[src/rtl/csvtok_pkg.sv]
package csvtok_pkg;

  // Design limits
  localparam int MAX_COLUMNS   = 256;
  localparam int MAX_ROW_BYTES = 65536;

  // Effective caps
  localparam int COL_CAP    = (MAX_COLUMNS > 256) ? 256 : ((MAX_COLUMNS < 1) ? 1 : MAX_COLUMNS);
  localparam int OFFSET_MAX = ((MAX_ROW_BYTES - 1) > 65535) ? 65535 : (MAX_ROW_BYTES - 1);

  // Field widths
  localparam int BYTE_W   = 8;
  localparam int COL_W    = 8;
  localparam int NUMCOL_W = 9;
  localparam int OFS_W    = 16;

  // APB
  localparam int ADDR_W = 2;
  localparam int DATA_W = 32;
  localparam logic [ADDR_W-1:0] ADDR_NUM_COLUMNS = 2'd0;

  // Special characters
  localparam logic [BYTE_W-1:0] CH_QUOTE   = 8'h22;
  localparam logic [BYTE_W-1:0] CH_COMMA   = 8'h2C;
  localparam logic [BYTE_W-1:0] CH_NEWLINE = 8'h0A;

  localparam logic [NUMCOL_W-1:0] COL_CAP_V    = NUMCOL_W'(COL_CAP);
  localparam logic [OFS_W-1:0]    OFFSET_MAX_V = OFS_W'(OFFSET_MAX);

  typedef struct packed {
    logic [BYTE_W-1:0] byte_v;
    logic [COL_W-1:0]  column;
    logic [OFS_W-1:0]  offset;
    logic              field_start;
    logic              is_term;
    logic              row_end;
    logic              in_quotes;
    logic              error;
  } res_t;

  typedef struct packed {
    logic halted;
  } core_status_t;

endpackage

[src/rtl/csv_field_row_tokenizer.sv]
// Output: an accepted request's result is registered straight into the result register
// when that register is free; otherwise it waits in the skid entry.
// Throughput: one byte per cycle; in_ready drops only when both the result
// register and the skid entry hold undelivered results.
// Reset: synchronous, active-low rst_n; parser returns to the start of a row,
// clears the halt flag and sets num_columns to 1. No clearing pass.
module csv_field_row_tokenizer
  import csvtok_pkg::*;
(
  input  logic                clk,
  input  logic                rst_n,
  // APB configuration
  input  logic                psel,
  input  logic                penable,
  input  logic                pwrite,
  input  logic [ADDR_W-1:0]   paddr,
  input  logic [DATA_W-1:0]   pwdata,
  output logic [DATA_W-1:0]   prdata,
  output logic                pready,
  // byte stream in
  input  logic                in_valid,
  output logic                in_ready,
  input  logic [BYTE_W-1:0]   in_byte_in,
  // tokens out
  output logic                out_valid,
  input  logic                out_ready,
  output logic [BYTE_W-1:0]   out_byte_out,
  output logic [COL_W-1:0]    out_column_index,
  output logic [OFS_W-1:0]    out_row_offset,
  output logic                out_field_start,
  output logic                out_is_terminator,
  output logic                out_row_end,
  output logic                out_in_quotes,
  output logic                out_error
);

  logic [NUMCOL_W-1:0] num_columns;
  logic                accept;
  res_t                core_res;
  res_t                out_res;
  core_status_t        status;

  // Single register holding num_columns; the user must write it only while idle, which the block does not enforce.
  csvtok_cfg u_cfg (
    .clk         (clk),
    .rst_n       (rst_n),
    .psel        (psel),
    .penable     (penable),
    .pwrite      (pwrite),
    .paddr       (paddr),
    .pwdata      (pwdata),
    .prdata      (prdata),
    .pready      (pready),
    .num_columns (num_columns)
  );

  assign accept = in_valid & in_ready;

  // Parser state and per-byte classification, one pass per request.
  csvtok_core u_core (
    .clk         (clk),
    .rst_n       (rst_n),
    .accept      (accept),
    .byte_in     (in_byte_in),
    .num_columns (num_columns),
    .res         (core_res),
    .status      (status)
  );

  // Result register plus one skid entry, so in_ready does not depend on out_ready.
  csvtok_obuf u_obuf (
    .clk       (clk),
    .rst_n     (rst_n),
    .push      (accept),
    .push_res  (core_res),
    .ready     (in_ready),
    .out_valid (out_valid),
    .out_ready (out_ready),
    .out_res   (out_res)
  );

  assign out_byte_out      = out_res.byte_v;
  assign out_column_index  = out_res.column;
  assign out_row_offset    = out_res.offset;
  assign out_field_start   = out_res.field_start;
  assign out_is_terminator = out_res.is_term;
  assign out_row_end       = out_res.row_end;
  assign out_in_quotes     = out_res.in_quotes;
  assign out_error         = out_res.error;

  // Halt is sticky until reset.
  a_halt_sticky : assert property (@(posedge clk) disable iff (!rst_n)
    status.halted |=> status.halted)
    else $error("halt flag cleared without reset");

  // Row end only on a terminator.
  a_row_end_term : assert property (@(posedge clk) disable iff (!rst_n)
    (out_valid && out_row_end) |-> out_is_terminator)
    else $error("row end without terminator");

  // Error results carry no token flags.
  a_err_flags : assert property (@(posedge clk) disable iff (!rst_n)
    (out_valid && out_error) |-> !(out_is_terminator || out_in_quotes || out_field_start))
    else $error("token flags set on error result");

  // Backpressure only when results are pending.
  a_ready_bp : assert property (@(posedge clk) disable iff (!rst_n)
    !in_ready |-> out_valid)
    else $error("input stalled with empty output");

endmodule

[src/rtl/csvtok_cfg.sv]
module csvtok_cfg
  import csvtok_pkg::*;
(
  input  logic                clk,
  input  logic                rst_n,
  input  logic                psel,
  input  logic                penable,
  input  logic                pwrite,
  input  logic [ADDR_W-1:0]   paddr,
  input  logic [DATA_W-1:0]   pwdata,
  output logic [DATA_W-1:0]   prdata,
  output logic                pready,
  output logic [NUMCOL_W-1:0] num_columns
);

  logic [NUMCOL_W-1:0] num_columns_r;
  logic                wr_en;

  assign pready = 1'b1;
  assign wr_en  = psel & penable & pwrite & (paddr == ADDR_NUM_COLUMNS);

  always_ff @(posedge clk) begin
    if (!rst_n) begin
      num_columns_r <= NUMCOL_W'(1);
    end else if (wr_en) begin
      num_columns_r <= pwdata[NUMCOL_W-1:0];
    end
  end

  always_comb begin
    prdata = '0;
    if (paddr == ADDR_NUM_COLUMNS) begin
      prdata = DATA_W'(num_columns_r);
    end
  end

  assign num_columns = num_columns_r;

endmodule

[src/rtl/csvtok_core.sv]
module csvtok_core
  import csvtok_pkg::*;
(
  input  logic                clk,
  input  logic                rst_n,
  input  logic                accept,
  input  logic [BYTE_W-1:0]   byte_in,
  input  logic [NUMCOL_W-1:0] num_columns,
  output res_t                res,
  output core_status_t        status
);

  logic              quoted_r, quoted_nxt;
  logic              pend_r, pend_nxt;
  logic [COL_W-1:0]  col_r, col_nxt;
  logic              afb_r, afb_nxt;
  logic [OFS_W-1:0]  ofs_r, ofs_nxt;
  logic              halted_r, halted_nxt;

  logic [NUMCOL_W-1:0] limit;
  logic [NUMCOL_W-1:0] next_col;
  logic [OFS_W-1:0]    ofs_inc;
  logic                unq, is_q, is_sep;

  // clamp column count to 1..cap
  always_comb begin
    if (num_columns == '0) begin
      limit = NUMCOL_W'(1);
    end else if (num_columns > COL_CAP_V) begin
      limit = COL_CAP_V;
    end else begin
      limit = num_columns;
    end
  end

  assign next_col = {1'b0, col_r} + NUMCOL_W'(1);
  assign ofs_inc  = (ofs_r < OFFSET_MAX_V) ? (ofs_r + OFS_W'(1)) : ofs_r;
  assign is_q     = (byte_in == CH_QUOTE);
  assign is_sep   = (byte_in == CH_COMMA) || (byte_in == CH_NEWLINE);

  always_comb begin
    quoted_nxt      = quoted_r;
    pend_nxt        = pend_r;
    col_nxt         = col_r;
    afb_nxt         = afb_r;
    ofs_nxt         = ofs_r;
    halted_nxt      = halted_r;
    unq             = 1'b0;
    res.byte_v      = byte_in;
    res.column      = col_r;
    res.offset      = ofs_r;
    res.field_start = 1'b0;
    res.is_term     = 1'b0;
    res.row_end     = 1'b0;
    res.in_quotes   = 1'b0;
    res.error       = 1'b0;

    if (halted_r) begin
      res.error = 1'b1;
    end else begin
      res.field_start = afb_r;
      if (pend_r) begin
        pend_nxt = 1'b0;
        if (is_q) begin
          res.in_quotes = 1'b1;        // escaped quote
        end else begin
          quoted_nxt = 1'b0;           // closing quote seen
          unq        = 1'b1;
        end
      end else if (quoted_r) begin
        res.in_quotes = 1'b1;
        if (is_q) begin
          pend_nxt = 1'b1;
        end
      end else begin
        unq = 1'b1;
      end

      if (unq) begin
        if (is_sep) begin
          res.is_term = 1'b1;
        end else if (is_q) begin
          if (afb_r) begin
            quoted_nxt = 1'b1;
          end else begin
            res.error = 1'b1;
          end
        end
      end

      if (res.error) begin
        halted_nxt = 1'b1;
      end else if (res.is_term) begin
        if (next_col >= limit) begin
          res.row_end = 1'b1;
          col_nxt     = '0;
          ofs_nxt     = '0;
        end else begin
          col_nxt = next_col[COL_W-1:0];
          ofs_nxt = ofs_inc;
        end
        afb_nxt = 1'b1;
      end else begin
        afb_nxt = 1'b0;
        ofs_nxt = ofs_inc;
      end
    end
  end

  always_ff @(posedge clk) begin
    if (!rst_n) begin
      quoted_r <= 1'b0;
      pend_r   <= 1'b0;
      col_r    <= '0;
      afb_r    <= 1'b1;
      ofs_r    <= '0;
      halted_r <= 1'b0;
    end else if (accept) begin
      quoted_r <= quoted_nxt;
      pend_r   <= pend_nxt;
      col_r    <= col_nxt;
      afb_r    <= afb_nxt;
      ofs_r    <= ofs_nxt;
      halted_r <= halted_nxt;
    end
  end

  assign status.halted = halted_r;

endmodule

[src/rtl/csvtok_obuf.sv]
module csvtok_obuf
  import csvtok_pkg::*;
(
  input  logic clk,
  input  logic rst_n,
  input  logic push,
  input  res_t push_res,
  output logic ready,
  output logic out_valid,
  input  logic out_ready,
  output res_t out_res
);

  res_t main_r;
  res_t skid_r;
  logic main_vld_r;
  logic skid_vld_r;
  logic main_free;

  assign ready     = ~skid_vld_r;
  assign main_free = ~main_vld_r | out_ready;

  always_ff @(posedge clk) begin
    if (!rst_n) begin
      main_vld_r <= 1'b0;
      skid_vld_r <= 1'b0;
    end else if (main_free) begin
      if (skid_vld_r) begin
        main_vld_r <= 1'b1;
        skid_vld_r <= 1'b0;   // no push while skid is full
      end else begin
        main_vld_r <= push;
      end
    end else if (push) begin
      skid_vld_r <= 1'b1;
    end
  end

  always_ff @(posedge clk) begin
    if (main_free) begin
      main_r <= skid_vld_r ? skid_r : push_res;
    end
    if (!main_free && push) begin
      skid_r <= push_res;
    end
  end

  assign out_valid = main_vld_r;
  assign out_res   = main_r;

endmodule

[config.mk]
export PLATFORM = sky130hd
export DESIGN_NAME = csv_field_row_tokenizer
export DESIGN_NICKNAME = d
export VERILOG_FILES = /design/src/rtl/csvtok_pkg.sv /design/src/rtl/csv_field_row_tokenizer.sv /design/src/rtl/csvtok_cfg.sv /design/src/rtl/csvtok_core.sv /design/src/rtl/csvtok_obuf.sv
export SDC_FILE = /design/constraint.sdc
export NUM_CORES = 1
export LEC_CHECK = 0
export BUFFER_PORTS_ARGS = -buffer_cell sky130_fd_sc_hd__buf_2
export CAP_MARGIN = 20
export CORE_ASPECT_RATIO = 1.2
export CORE_UTILIZATION = 54
export DETAILED_ROUTE_END_ITERATION = 8
export PLACE_DENSITY = 0.84
export SLEW_MARGIN = 20
export SYNTH_ARGS = -nofsm -noshare
export SYNTH_HDL_FRONTEND = slang
export SYNTH_SLANG_ARGS = --single-unit
[constraint.sdc]
create_clock -name clk -period 7.75 [get_ports clk]
set_clock_uncertainty 0.1 [all_clocks]
set_input_delay 1.55 -clock clk [delete_from_list [all_inputs] [get_ports clk]]
set_output_delay 1.55 -clock clk [all_outputs]
set_load 0.01 [all_outputs]
## Word-level counts from Yosys, hierarchy flattened

Cells that the tools add are included.

- Output and inout port bits: 72
- Flip-flop bits (word level): 113
- Logic and storage cells: 92
- Input bits: 49

- Equality and inequality tests: 3
- Add/sub/neg operators: 2
- Bitwise gates (word level): 10
- Magnitude comparators: 3
- Reductions and logical operators: 9
- Muxes and demuxes: 40

Operators by type and width:

| cell | number |
|---|---|
| $mux W16 | 3 |
| $mux W37 | 1 |
| $mux W1 | 31 |
| $mux W9 | 3 |
| $add A16 B1 Y16 const B | 1 |
| $eq A8 B6 Y1 const B | 2 |
| $lt A16 B16 Y1 const B | 1 |
| $add A8 B1 Y9 const B | 1 |
| $ge A9 B9 Y1 | 1 |
| $gt A9 B9 Y1 const B | 1 |
| $logic_not A9 Y1 | 1 |
| $eq A8 B4 Y1 const B | 1 |
| $mux W8 | 1 |
| $not A1 Y1 | 5 |
| $and A1 B1 Y1 | 4 |
| $mux W4 | 1 |
| $reduce_and A4 Y1 | 1 |
| $reduce_and A3 Y1 | 1 |
| $logic_not A2 Y1 | 1 |
| $reduce_and A2 Y1 | 1 |
| $reduce_or A2 Y1 | 1 |
| $logic_and A1 B1 Y1 | 1 |
| $logic_not A1 Y1 | 1 |
| $logic_or A1 B1 Y1 | 1 |
| $or A1 B1 Y1 | 1 |

## Logic depth before layout (Yosys ltp)

- Word-level depth: 10
- Gate-level depth with buffers: 11
- Gate-level depth less buffers: 10

## Modules after synthesis

Synthesis repeated with hierarchy kept, for this count alone.

- Cells, all modules: 438
- Area total of the unflattened synthesis: 5290.1 µm²

By module, submodules not included:

| module | area each (µm²) | cells each | instances | seq. area each (µm²) |
|---|---|---|---|---|
| csvtok_obuf | 2786.4 | 124 | 1 | 2262.2 |
| csvtok_core | 1865.5 | 236 | 1 | 560.5 |
| csvtok_cfg | 631.9 | 77 | 1 | 180.2 |
| csv_field_row_tokenizer | 6.3 | 1 | 1 | 0.0 |

## Worst setup path after synthesis

No wires, ideal clock.

- Path kind: input-to-reg
- From: input port out_ready
- To: register u_obuf.skid_r[0] in the netlist's numbering, enable pin
- Buffers on the path: 0
- Stages on the path: 2
- Slack: 1.832 ns
- Data arrival time: 5.333 ns
- Data required time: 7.165 ns
- Path through: nand2b_1 > nor3b_1

- Longest elaborated chain between the ends: 3

RTL lines:

| what | line | RTL |
|---|---|---|
| from (decl) | csv_field_row_tokenizer.sv:26 | `input logic out_ready,` |
| $or A1 B1 Y1 | csvtok_obuf.sv:21 | `assign main_free = ~main_vld_r \| out_ready;` |
| $logic_not A1 Y1 | csvtok_obuf.sv:43 | `if (!main_free && push) begin` |
| $logic_and A1 B1 Y1 | csvtok_obuf.sv:43 |  |
| to (signal assigned) | csvtok_obuf.sv:44 | `skid_r <= push_res;` |
| to (decl) | csvtok_obuf.sv:15 | `res_t skid_r;` |

Every way passes these cells.
A chain may end at the register's enable or synchronous reset.

## Worst setup path in the final report

- From: input port paddr[1]
- To: output port prdata[4]

- Longest elaborated chain between the ends: 2

RTL lines:

| what | line | RTL |
|---|---|---|
| from (decl) | csv_field_row_tokenizer.sv:16 | `input logic [ADDR_W-1:0] paddr,` |
| $logic_not A2 Y1 | csvtok_cfg.sv:32 | `if (paddr == ADDR_NUM_COLUMNS) begin` |
| $mux W9 | csvtok_cfg.sv:32 |  |
| to (decl) | csv_field_row_tokenizer.sv:18 | `output logic [DATA_W-1:0] prdata,` |

Every way passes these cells.

==> results by group <==
Floorplanning
  • Die boundary width: 91.0 um
  • Die Ht: 109 um
  • Placeable core region: 0.00913 sq mm
  • Effective utilization at floorplan: 56.3%
  • Boundary Pins: 121
  • Die outline area: 0.00991 sq mm
  • Placement Rows: 38

STA
  • Fin crit period: 3.95 ns
  • Max Fclk: 0.253 GHz
  • Count of pins over their slew limit: 0
  • Post-route fraction of the period consumed by the critical path: 51.0%
  • Final hold violation count: 0
  • Slew at the pin closest to its max-slew limit: 1.04 ns
  • Final TNS setup: 0 ns
  • Number of setup violations in the final report: 0
  • Max-slew headroom at the worst pin: 30.7%
  • Unrepaired setup endpoints after global routing: false

Critical path
  • CP startpoint kind: input port
  • Required arrival time at the worst endpoint: 6.10 ns
  • Depth of the worst register-to-register path: 10
  • FF-to-FF setup slack: 4.57 ns
  • Capturing element of the worst setup path: prdata[4]
  • Worst setup EP type: primary output
  • Worst reg2reg endpoint: u_core.ofs_r[13]
  • Worst setup startpoint: paddr[1]
  • Critical register-to-register path startpoint: u_core.col_r[0]
  • Setup Crit Path Kind: in -> out
  • Peak fanout along the critical path: 9
  • Arrival time worst endpoint: 2.30 ns

Yosys
  • Compound-gate portion of the synthesized area: 4.80%
  • Xor-xnor portion of the synthesized cell area: 2.90%
  • Yosys top cell area share: 43.3%
  • Biggest area contributors in the synthesized netlist: sky130_fd_sc_hd__edfxtp_1 (43%), sky130_fd_sc_hd__dfxtp_1 (15%), sky130_fd_sc_hd__mux2_2 (7.5%)
  • Mapped Avg Cell Area: 12.3 sq um
  • Proportion of synthesized chip area in sequential cells: 58.5%
  • Post-Syn Instances: 417
  • Yosys synthesis warning count: 0
  • Post-synthesis mux area share: 9.60%
  • Dominant combinational cell family by area after synthesis: simple AND/OR/NAND/NOR gates
  • Ys async rst share: 0%
  • Total standard cell area after synthesis: 0.00514 sq mm
  • Area fraction in and, or, nand and nor cells after synthesis: 16.1%
  • Arithmetic-cell share of the synthesized area counting full adders, half adders and majority gates: 2.68%
  • Number of flops mapped to enable cells by yosys: 74
  • Top FF cell, synth: sky130_fd_sc_hd__edfxtp_1
  • #FFs+latches synth: 113
  • Unique cell type count in the Yosys netlist: 49
  • Top cell type by total area after synthesis: sky130_fd_sc_hd__edfxtp_1

CTS
  • Clock latency on the worst-skew pair: 0.52 ns
  • Clock-pin slew reported for the worst setup and hold paths after clock tree synthesis: 0.05 ns
  • Root buffer selected by CTS: sky130_fd_sc_hd__clkbuf_8
  • Buffers inserted by post-CTS timing repair: 0
  • Max clock buf depth: 2
  • Number of sinks on the clock net: 113
  • PostCTS Resize Cnt: 0
  • CTS tree: yes
  • CTS H-Tree Depth: 4
  • Hold_buf cts: 0
  • TritonCTS Buffers: 17

Pwr
  • Maximum VDD drop: 0.157 mV
  • Static leakage: 2.52 nW
  • Final Power: 1.49 mW
  • Power per cell area: 244 mW/mm^2

GRT
  • Vias in the first global route: 3298
  • GRT Total Usage: 20.4%
  • Wire length of the first global-routing pass: 15.4 mm
  • Grt total ovfl: 0
  • Maximum number of pins on one net before global-route repair: 41
  • Number of antenna violations at the first check in global routing: 0

Detailed routing
  • Total length of routed wires: 9.55 mm
  • Number of routed nets with antenna violations: 0
  • Number of DRC markers after the initial detailed-route iteration: 162
  • DR pass1 iterations: 5
  • Number of vias per cell: 5.40
  • DRC violation count after routing: 0
  • Vias: 3401
  • Average wire per standard cell: 15.2 um

Flow run
  • Number of maximum-capacitance constraint violations: 0

Placed design
  • Detailed Place HPWL: 6.42 mm
  • Port bufs: 73
  • GP Congestion: 0.862

Finish
  • Filler instances: 677
  • Combined area of the multi-input logic cells: 0.00195 sq mm
  • Area growth from synthesis to final layout: 19.1%
  • Ratio of cells with drive above 1 in the final layout: 31.2%
  • Diode insertion count for antenna repair: 0
  • Sequential cell area: 0.00300 sq mm
  • Nets@finish: 557

Min path
  • Min-delay worst type: reg -> reg

Run status
  • Run status: complete, no violations
## cell type report
cell class                 count  area share [%]
sequential                   113            49.1
clock buffer                  28            8.43
clock inverter                 4            1.15
inverter                       7           0.430
timing repair buffer          78            6.59
tap                          120            2.45
multi-input combinational    280            31.9
## cell families (layout without fill, tap and decap cells)
group | Yosys count | in the layout
xor+xnor | 17 | 17
mux | 45 | 45
other cells | 2 | 24
fa+ha+maj | 11 | 11
simple gates | 148 | 148
compound gates | 35 | 35
flops | 113 | 113
buf+inv | 46 | 117
## critical path, cell delays in order
cell,delay [ns]
sky130_fd_sc_hd__buf_2,0.11
sky130_fd_sc_hd__nor2_1,0.33
sky130_fd_sc_hd__and2_1,0.19
sky130_fd_sc_hd__buf_2,0.13
## cell usage after synthesis (2+ instances only)
library cell,count
sky130_fd_sc_hd__edfxtp_1,74
sky130_fd_sc_hd__dfxtp_1,39
sky130_fd_sc_hd__nand2_1,37
sky130_fd_sc_hd__mux2_2,34
sky130_fd_sc_hd__buf_4,25
sky130_fd_sc_hd__nor2_1,23
sky130_fd_sc_hd__xnor2_1,14
sky130_fd_sc_hd__nor3_1,13
sky130_fd_sc_hd__clkbuf_1,12
sky130_fd_sc_hd__nand3_1,12
sky130_fd_sc_hd__ha_1,11
sky130_fd_sc_hd__mux2i_1,11
sky130_fd_sc_hd__nor3_2,11
sky130_fd_sc_hd__o21ai_0,10
sky130_fd_sc_hd__a21oi_1,9
sky130_fd_sc_hd__and2_1,9
sky130_fd_sc_hd__nand4_1,8
sky130_fd_sc_hd__nor4_1,8
sky130_fd_sc_hd__inv_1,6
sky130_fd_sc_hd__a31oi_1,5
sky130_fd_sc_hd__nor3b_1,5
sky130_fd_sc_hd__nand2b_1,3
sky130_fd_sc_hd__nor2b_1,3
sky130_fd_sc_hd__o31ai_1,3
sky130_fd_sc_hd__xor2_1,3
sky130_fd_sc_hd__a41o_1,2
sky130_fd_sc_hd__and3_1,2
sky130_fd_sc_hd__and4_1,2
sky130_fd_sc_hd__conb_1,2
sky130_fd_sc_hd__or3_1,2
## metrics by stage
stage	setup WS [ns]	instances	hold WS [ns]	utilization, %	area, sq um
final	3.80	630	0.388	67.0	6120
after detailed placement	3.79	598	0.395	60.6	5530
after floorplan	1.83	439	0.306	-	5220
after global placement	3.86	598	0.363	60.6	5530
after CTS	3.79	630	0.388	67.0	6120
after global routing	3.67	630	0.409	67.0	6120
## state kept, by name (all words and copies together), names as in the netlist
| name | count |
|---|---|
| u_core.pend_r | 1 |
| u_obuf.skid_r | 37 |
| u_obuf.skid_vld_r | 1 |
| u_obuf.out_valid | 1 |
| u_core.col_r | 8 |
| u_core.ofs_r | 16 |
| u_core.status | 1 |
| u_obuf.out_res | 37 |
| u_core.quoted_r | 1 |
| u_core.afb_r | 1 |
| u_cfg.num_columns | 9 |
## where the power goes
group | internal, mW | switching, mW | leakage (nW)
combinational | 0.0270 | 0.0442 | 1.16
clock | 0.507 | 0.244 | 0.289
sequential | 0.661 | 0.00784 | 1.07
## cell usage in the layout, fill, tap and decap left out, types with 2 or more instances in the layout
master                      count
sky130_fd_sc_hd__a21oi_1        9
sky130_fd_sc_hd__a31oi_1        5
sky130_fd_sc_hd__a41o_1         2
sky130_fd_sc_hd__and2_1         9
sky130_fd_sc_hd__and3_1         2
sky130_fd_sc_hd__and4_1         2
sky130_fd_sc_hd__buf_2         73
sky130_fd_sc_hd__buf_4          5
sky130_fd_sc_hd__bufinv_16      2
sky130_fd_sc_hd__clkbuf_1       5
sky130_fd_sc_hd__clkbuf_16     16
sky130_fd_sc_hd__clkbuf_8       7
sky130_fd_sc_hd__clkinv_2       2
sky130_fd_sc_hd__conb_1        24
sky130_fd_sc_hd__dfxtp_1       39
sky130_fd_sc_hd__edfxtp_1      74
sky130_fd_sc_hd__ha_1          11
sky130_fd_sc_hd__inv_1          6
sky130_fd_sc_hd__mux2_2        34
sky130_fd_sc_hd__mux2i_1       11
sky130_fd_sc_hd__nand2_1       37
sky130_fd_sc_hd__nand2b_1       2
sky130_fd_sc_hd__nand3_1       12
sky130_fd_sc_hd__nand4_1        8
sky130_fd_sc_hd__nor2_1        23
sky130_fd_sc_hd__nor2b_1        3
sky130_fd_sc_hd__nor3_1        13
sky130_fd_sc_hd__nor3_2        11
sky130_fd_sc_hd__nor3b_1        4
sky130_fd_sc_hd__nor4_1         8
sky130_fd_sc_hd__o21ai_0       10
sky130_fd_sc_hd__o31ai_1        3
sky130_fd_sc_hd__or3_1          2
sky130_fd_sc_hd__xnor2_1       14
sky130_fd_sc_hd__xor2_1         3
## worst min path at each step
stage / start / endpoint / cells after the start
6_report: u_core.afb_r / u_core.afb_r / 2
5_1_grt: u_core.afb_r / u_core.afb_r / 2
4_1_cts: u_core.afb_r / u_core.afb_r / 2
3_5_place_dp: u_core.afb_r / u_core.afb_r / 2
3_3_place_gp: u_core.afb_r / u_core.afb_r / 2
2_1_floorplan: u_core.ofs_r[12] / u_obuf.skid_r[17] / 0
## routing by layer
layer  part of all wire [%]  vias up  track usage [%]
li1                       -     1639                -
met1                     40     1629             22.6
met2                     53      117             36.4
met3                    4.8       16             4.60
met4                    1.7        0             11.5
met5                      0        -                0
No activity file was read; power rests on OpenSTA's default activity.
